--- src/rtl/core/tvsa_pkg.sv ---
package tvsa_pkg;

	// Default geometry of the packet stream and the image.
	localparam int TVSA_WORDS_PER_PACKET    = 82;
	localparam int TVSA_PACKETS_PER_SEGMENT = 60;
	localparam int TVSA_IMAGE_WIDTH         = 160;
	localparam int TVSA_IMAGE_HEIGHT        = 120;
	localparam int TVSA_SEGMENT_COUNT       = 4;

	// Packet that carries the segment id, and the id limits.
	localparam int         TVSA_ID_PACKET     = 20;
	localparam logic [2:0] TVSA_ID_LAST       = 3'd4;
	localparam logic [3:0] TVSA_DISCARD_CODE  = 4'hF;
	localparam logic [3:0] TVSA_MASK_FULL     = 4'hF;

	// Command codes.
	localparam logic CMD_PUSH = 1'b0;
	localparam logic CMD_READ = 1'b1;

	// One classified transaction as it waits in the queue.
	typedef struct packed {
		logic        is_read;
		logic        read_ok;
		logic        hdr_discard;
		logic [15:0] word;
		logic [7:0]  col;
		logic [6:0]  row;
	} tvsa_item_t;

endpackage

--- src/rtl/core/tvsa_queue.sv ---
module tvsa_queue import tvsa_pkg::*; (
	input  logic       clk,
	input  logic       arst_n,
	input  logic       push,
	input  tvsa_item_t push_item,
	output logic       full,
	input  logic       pop,
	output logic       not_empty,
	output tvsa_item_t head
);

	tvsa_item_t entry_q [2];
	logic       wr_ptr_q;
	logic       rd_ptr_q;
	logic [1:0] count_q;

	assign full      = (count_q == 2'd2);
	assign not_empty = (count_q != 2'd0);
	assign head      = entry_q[rd_ptr_q];

	// Entry storage holds payload only.
	always_ff @(posedge clk) begin
		if (push) begin
			entry_q[wr_ptr_q] <= push_item;
		end
	end

	// Pointers and fill count.
	always_ff @(posedge clk or negedge arst_n) begin
		if (!arst_n) begin
			wr_ptr_q <= 1'b0;
			rd_ptr_q <= 1'b0;
			count_q  <= 2'd0;
		end else begin
			if (push) wr_ptr_q <= ~wr_ptr_q;
			if (pop) rd_ptr_q <= ~rd_ptr_q;
			count_q <= count_q + {1'b0, push} - {1'b0, pop};
		end
	end

endmodule

--- config.mk ---
export PLATFORM = sky130hd
export DESIGN_NAME = tvsa_queue
export DESIGN_NICKNAME = d
export VERILOG_FILES = /design/src/rtl/core/tvsa_pkg.sv /design/src/rtl/core/tvsa_queue.sv
export SDC_FILE = /design/constraint.sdc
export NUM_CORES = 1
export LEC_CHECK = 0
export BUFFER_PORTS_ARGS = -buffer_cell sky130_fd_sc_hd__buf_4
export CAP_MARGIN = 20
export CORE_MARGIN = 2
export CORE_UTILIZATION = 40
export CTS_CLUSTER_SIZE = 40
export DETAILED_ROUTE_END_ITERATION = 8
export PLACE_DENSITY = 0.7
export SYNTH_ARGS = -nofsm -noshare
export SYNTH_HDL_FRONTEND = slang
export SYNTH_SLANG_ARGS = --single-unit
--- constraint.sdc ---
create_clock -name clk -period 2.5 [get_ports clk]
set_input_delay 0.125 -clock clk [delete_from_list [all_inputs] [get_ports clk]]
set_output_delay 0.125 -clock clk [all_outputs]
set_load 0.005 [all_outputs]
[After elaboration in Yosys (flattened, before gate mapping)]
Memories as Yosys holds them, arrays and structs flattened.
Cells that the tools add are included.
Operators by class
  equal/unequal tests: 1
  add/subtract/negate cells: 2
  bitwise gates (word level): 2
  muxes and demuxes: 2
  reductions and logical operators: 1
Operator list (count)
  adder 2 x 1 -> 2 bit: 1
  == test 2 bit (second input constant): 1
  2-to-1 mux 1 bit: 2
  inverter 1 bit: 2
  nonzero test 2 bit: 1
  subtractor 2 x 1 -> 2 bit: 1
Storage, ports and cells
  word-level logic and storage cells: 12
  memory bits (writable): 68
  memories: 1
  flip-flop bits (word level): 4
  bits of input ports: 38
Memories
  entry_q: depth 2, bits a word 34, read ports 1, clocked after memory_dff 0, wr ports 1, line tvsa_queue.sv:12  | tvsa_item_t entry_q [2];

[Depth between registers and ports, before layout]
Gate-level depths: netlist of run 1.
  depth after elaboration: 2
  mapped depth: 5
  gate-level depth less buffers: 5

[Least setup slack after synthesis of run 1]
Ideal clock, no wire load.
  path kind: register to register
  from: register wr_ptr_q
  to: memory entry_q[0][0] in the netlist's numbering, enable pin
  data arrival time: 1.930 ns
  path buffers: 0
  clock period less this slack: 2.359 ns
  required time: 2.071 ns
  library setup time: 0.429 ns
  cell stages (with the launch flop): 2
  path slack: 0.141 ns
  path through: dfrtp_1 -> nor2b_1
RTL lines
  start, declared: line tvsa_queue.sv:13  | logic wr_ptr_q;
  start signal, assigned: line tvsa_queue.sv:35  | if (push) wr_ptr_q <= ~wr_ptr_q;
  end, declared: line tvsa_queue.sv:12
No word-level cell before the write port.

==> flow_summary.toml, run 1 <==
[clocking]
cts_resized = 0
cts_buffer_depth = 2
cts_max_level = 3
cts.reportedPaths.clkPinSlew_ns = 0.07
cts_buffers = 9
cts_tree = "yes"
cts_root_buffer = "clkbuf_8"
insertion_delay_ns = 0.34
clock_sinks = 72

[finish]
n_antenna_cell = 0
final_cell_area_um2 = 4100
stdcell_count = 343
nets = 282
drive_gt1_share_pct = 53.0
area_delta_synth_final_pct = 46.4
nFillCells = 502
seq_area_um2 = 2140
multiInputGateArea_um2 = 592

[placement]
placed_cell_area_um2 = 3470
globalplace.congestion = 0.655
io_buffer_count = 73
dp_hpwl_um = 3110
dp.cells = 290
pre_cts_ws_ns = 0.923

[logic_synthesis]
ys.flop_type = "edfxtp_1"
yosys_warnings = 0
synth.most_common_cell = "edfxtp_1"
synth-seq-area-share_pct = 76.4
syn_area_um2 = 2800
syn_area_per_cell_um2 = 23.2
synth_nets = 161
synth_edf_count = 68
synth-seq-cells = 72
synth_commonest_cells = "68 x edfxtp_1, 29 x mux2_4, 5 x mux2_2"
syn_inst = 121
yosys.area.top_type = "edfxtp_1"
synth_area_leaders = "edfxtp_1 73%, mux2_4 16%, dfrtp_1 3.6%"
ys_types = 13
yosysTopAreaCellShare_pct = 72.8
async_flop_share_pct = 5.56

[floorplan]
die_width_um = 87.7
die_y_um = 87.7
dieArea_um2 = 7700
pin_count = 74
core-area_um2 = 6790
start_util_pct = 41.3
num_rows = 30

[detailed_routing]
finalWirelength_um = 4900
drt_iter0_drc = 48
drc_errors = 0
dr_total_vias = 1474
avgViaCountPerCell = 4.30
routedWlPerCell_um = 14.3
antenna_left = 0
drt_pre_antenna_iters = 4

[worst_setup_path]
cp_max_fo = 18
cp-end-kind = "primary output"
path_class = "reg -> out"
r2r_start = "wr_ptr_q$_DFFE_PN0P_"
r2r_cells = 2
cp-start-kind = "flip-flop"
reg2reg_slack_ns = 0.95
cp.required_ns = 2.38
arrival_ns = 1.78
timing.rr.end = "entry_q[1][31]$_DFFE_PP_"

[sta]
rsz0062_at_grt = "false"
tns_ns = 0
finalMaxSlewViolations = 0
finClkSkew_ns = 0.00743
fin_crit_ns = 1.91
hold_violations = 0
tightest_slew_ns = 0.597
timing.final.crit_share_pct = 76.3
setup_violations = 0
setup_slack_ns = 0.592
fmax_ghz = 0.524
max-slew-margin-rel_pct = 60.2

[power_and_ir_drop]
peakVddDrop_uv = 529
leakage_nw = 1.67
totalPowerFinal_mw = 4.25
pwr_density_cell_nw_per_um2 = 1040

[grt]
gr-total-overflow = 0
antenna_found_initial = 0
grt_pass1_wl_um = 7400
grt_pass1_vias = 1552
track_usage_pct = 13.6
grt_max_degree = 24

[outcome]
status = "complete, no violations"

[worst_hold_path]
hp-class = "in -> async"

[run]
max-cap-violations = 0
power by group:
| group | switching [mW] | total (mW) | internal (mW) |
|---|---|---|---|
| logic | 0.455 | 1.30 | 0.844 |
| clock network | 0.434 | 1.20 | 0.765 |
| registers | 0.147 | 1.75 | 1.61 |
cell families (layout without fill, tap and decap cells):
family,count (synthesis),count (layout),share of synthesized area (%)
xor gates and xnor gates,3,3,1.47
adders and majority gates,2,2,0.892
buffers and inverters,6,132,2.81
DFF,72,72,76.4
muxes,34,34,17.5
and+or+nand+nor,4,4,0.893
area by class of cell:
cell class | instances | area share (%)
Timing Repair Buffer | 114 | 23.7
Inverter | 2 | 0.183
Sequential cell | 72 | 52.2
Tap cell | 96 | 2.93
Clock buffer | 9 | 3.02
Clock inverter | 7 | 3.51
Multi-Input combinational cell | 43 | 14.4
through the flow:
step / hold WS (ns) / utilization (%)
after global routing: 0.105 / 60.4
final: 0.115 / 60.4
after global placement: -0.0710 / 51.0
after CTS: 0.0936 / 60.4
after detailed placement: -0.0748 / 51.0
after floorplan: -0.171 / -
layout by cell type (no fill, tap or decap), drive strengths merged:
cell	n
and2	1
buf	77
bufinv	4
clkbuf	9
clkinv	1
clkinvlp	2
dfrtp	4
dlygate4sd3	37
edfxtp	68
ha	2
inv	2
mux2	34
nor2b	2
or2	1
xor2	2
xor3	1
worst max-delay path, stage by stage, from the launching register on:
cell and delay, ns:
dfrtp_2 0.72, buf_12 0.26, mux2_4 0.32, buf_4 0.14
timing repair:
action	4_1_cts	5_1_grt
hold endpoints to repair	74	0
endpoints found under the setup margin	0	0
hold buffers	37	0
buffers inserted	0	0
flip-flops by register name, indices dropped and copies added, names as in the netlist:
name	cells
rd_ptr_q	1
count_q	2
entry_q	68
wr_ptr_q	1
metal layers:
layer	vias to the layer above	part of all wire (%)	global-route usage, %
met1	699	43	15.4
met3	7	5.1	4.81
met5	-	0	0
li1	713	-	-
met4	0	1.3	5.87
met2	55	50	23.1
how the worst max path moves through the flow:
stage / slack (ns) / start / end
final: 0.59 / rd_ptr_q$_DFFE_PN0P_ / head[30]
after detailed placement: 0.92 / rd_ptr_q$_DFFE_PN0P_ / head[26]
after CTS: 0.55 / rd_ptr_q$_DFFE_PN0P_ / head[26]
after global routing: 0.50 / rd_ptr_q$_DFFE_PN0P_ / head[30]
after floorplan: 0.14 / wr_ptr_q$_DFFE_PN0P_ / entry_q[0][0]$_DFFE_PP_
after global placement: 0.92 / wr_ptr_q$_DFFE_PN0P_ / entry_q[1][30]$_DFFE_PP_
(Power assumes the default switching activity.)
==> inputs of run 2 (changes only) <==
--- a/config.mk
+++ b/config.mk
@@ -11,7 +11,7 @@
 export CORE_UTILIZATION = 40
 export CTS_CLUSTER_SIZE = 40
 export DETAILED_ROUTE_END_ITERATION = 8
-export PLACE_DENSITY = 0.7
+export PLACE_DENSITY = 0.67
 export SYNTH_ARGS = -nofsm -noshare
 export SYNTH_HDL_FRONTEND = slang
 export SYNTH_SLANG_ARGS = --single-unit
==> constraint.sdc (replaced) <==
create_clock -name clk -period 1.95 [get_ports clk]
set_input_delay 0.0975 -clock clk [delete_from_list [all_inputs] [get_ports clk]]
set_output_delay 0.0975 -clock clk [all_outputs]
set_load 0.005 [all_outputs]
==> run 2 against run 1 <==
Against the previous run:
- sequential power increased by 27%
- critical path depth unchanged
- hold slack got worse by 0.023 ns
- sequential share of layout area grew 0.89 points
- largest power group unchanged
- first-iteration DRC count up 92%
- critical endpoint is now head[24]
==> flow_summary.toml, run 2 (synthesized netlist as in run 1, its figures left out) <==
[sta]
hold_violations = 0
fin_crit_ns = 1.80
max-slew-margin-rel_pct = 70.0
tns_ns = 0
timing.final.crit_share_pct = 92.1
finalMaxSlewViolations = 0
rsz0062_at_grt = "false"
finClkSkew_ns = 0.00740
tightest_slew_ns = 0.449
setup_violations = 0
fmax_ghz = 0.557

[worst_hold_path]
hp-class = "in -> async"

[power_and_ir_drop]
totalPowerFinal_mw = 5.04
pwr_density_cell_nw_per_um2 = 1250
leakage_nw = 1.63
peakVddDrop_uv = 708

[placement]
dp_hpwl_um = 3030
io_buffer_count = 73
globalplace.congestion = 0.630

[grt]
track_usage_pct = 13.8
grt_pass1_vias = 1626
antenna_found_initial = 0
grt_max_degree = 35
grt_pass1_wl_um = 7600
gr-total-overflow = 0

[worst_setup_path]
cpMaxStageDelayCell = "dfrtp_2"
path_class = "reg -> out"
path_depth = 3
cp_top_family = "flip-flops"
cp_cell_sequence = "buf_4, mux2_4, buf_4"
cp_max_fo = 15
r2r_cells = 5
cp-start-kind = "flip-flop"
arrival_ns = 1.70
cp-end-kind = "primary output"
cp.required_ns = 1.85
path_buf_inv = 2
critical_path.max_stage_delay_ns = 0.65
worst_path_most_repeated_cell = "buf_4"

[clocking]
cts.reportedPaths.clkPinSlew_ns = 0.07
cts_root_buffer = "clkbuf_8"
clock_sinks = 72
cts_buffers = 9
cts_tree = "yes"
cts_max_level = 3
cts_buffer_depth = 2
insertion_delay_ns = 0.34

[finish]
drive_gt1_share_pct = 52.2
nets = 282
largest_reg_flops = 68
nFillCells = 499
reg_top3 = "entry_q: 68 flops, count_q: 2 flops"
final_common_cell = "buf_4"
layout_common_cells = "74 x buf_4, 68 x edfxtp_1, 37 x dlygate4sd3_1, 29 x mux2_4, 9 x clkbuf_8"
largest_register = "entry_q"
n_antenna_cell = 0
area_delta_synth_final_pct = 43.9

[detailed_routing]
wl_met1_um = 2130
met3_length_um = 312
routedWlPerCell_um = 14.3
drt_iter0_drc = 92
avgViaCountPerCell = 4.39
routed.top_layer = "met4"
drt_pre_antenna_iters = 3
wl_met2_um = 2390
drc_errors = 0
antenna_left = 0
dr_total_vias = 1507
finalWirelength_um = 4900

[floorplan]
start_util_pct = 41.3
die_y_um = 87.7
num_rows = 30
core-area_um2 = 6790
pin_count = 74
die_width_um = 87.7
dieArea_um2 = 7700

[run]
max-cap-violations = 0

[outcome]
status = "complete, no violations"
run 2: cell count changes in the layout (fill, tap and decap cells not counted), sizes merged:
cell    previous run  this run
clkinv             1         4
bufinv             4         1
run 2: repair_timing:
| action | CTS | global route |
|---|---|---|
| hold endpoints to repair | 74 | 0 |
| resized for setup | 0 | 0 |
| buffers inserted | 0 | 0 |
| hold buffers | 37 | 0 |
run 2: path summary, 6_finish.rpt:
| path | from | end | slack, ns |
|---|---|---|---|
| max | rd_ptr_q$_DFFE_PN0P_ | head[24] | 0.15 |
| min | arst_n | rd_ptr_q$_DFFE_PN0P_ | 0.09 |
| max reg2reg | count_q[0]$_DFF_PN0_ | count_q[1]$_DFF_PN0_ | 0.77 |
| min reg2reg | wr_ptr_q$_DFFE_PN0P_ | wr_ptr_q$_DFFE_PN0P_ | 0.53 |
| max in group asynchronous | arst_n | rd_ptr_q$_DFFE_PN0P_ | 1.75 |
| min in group clk | push_item[26] | entry_q[0][26]$_DFFE_PP_ | 0.48 |
run 2: layout make-up:
type | instances | area, um^2 | area share, %
clock buffer | 9 | 124 | 3.07
clock inverter | 7 | 62.6 | 1.55
inverter | 2 | 7.51 | 0.186
multi-input combinational | 43 | 592 | 14.7
sequential | 72 | 2140 | 53.1
tap | 96 | 120 | 2.98
timing repair buffer | 114 | 986 | 24.4
run 2: per-stage QoR:
stage | area (um^2) | hold WS [ns] | util, % | worst slack (ns) | instances
2_1_floorplan | 2810 | -0.198 | - | 0.235 | 121
3_3_place_gp | 3480 | -0.102 | 51.2 | 0.515 | 290
3_5_place_dp | 3480 | -0.0981 | 51.2 | 0.495 | 290
4_1_cts | 4040 | 0.0815 | 59.4 | 0.117 | 343
5_1_grt | 4040 | 0.0815 | 59.4 | 0.0662 | 343
6_report | 4040 | 0.0920 | 59.4 | 0.155 | 343
run 2: power by group:
part	internal, mW	leakage, nW	total [mW]	switching [mW]
Combinational	1.10	0.860	1.71	0.608
Sequential	2.06	0.684	2.22	0.164
Clock	0.577	0.0901	1.11	0.532
Total	3.74	1.63	5.04	1.30
run 2: routing by layer:
layer,up-vias,GRT usage [%]
li1,711,-
met5,-,0
met2,61,23.1
met1,727,16.0
met3,8,5.28
met4,0,5.45
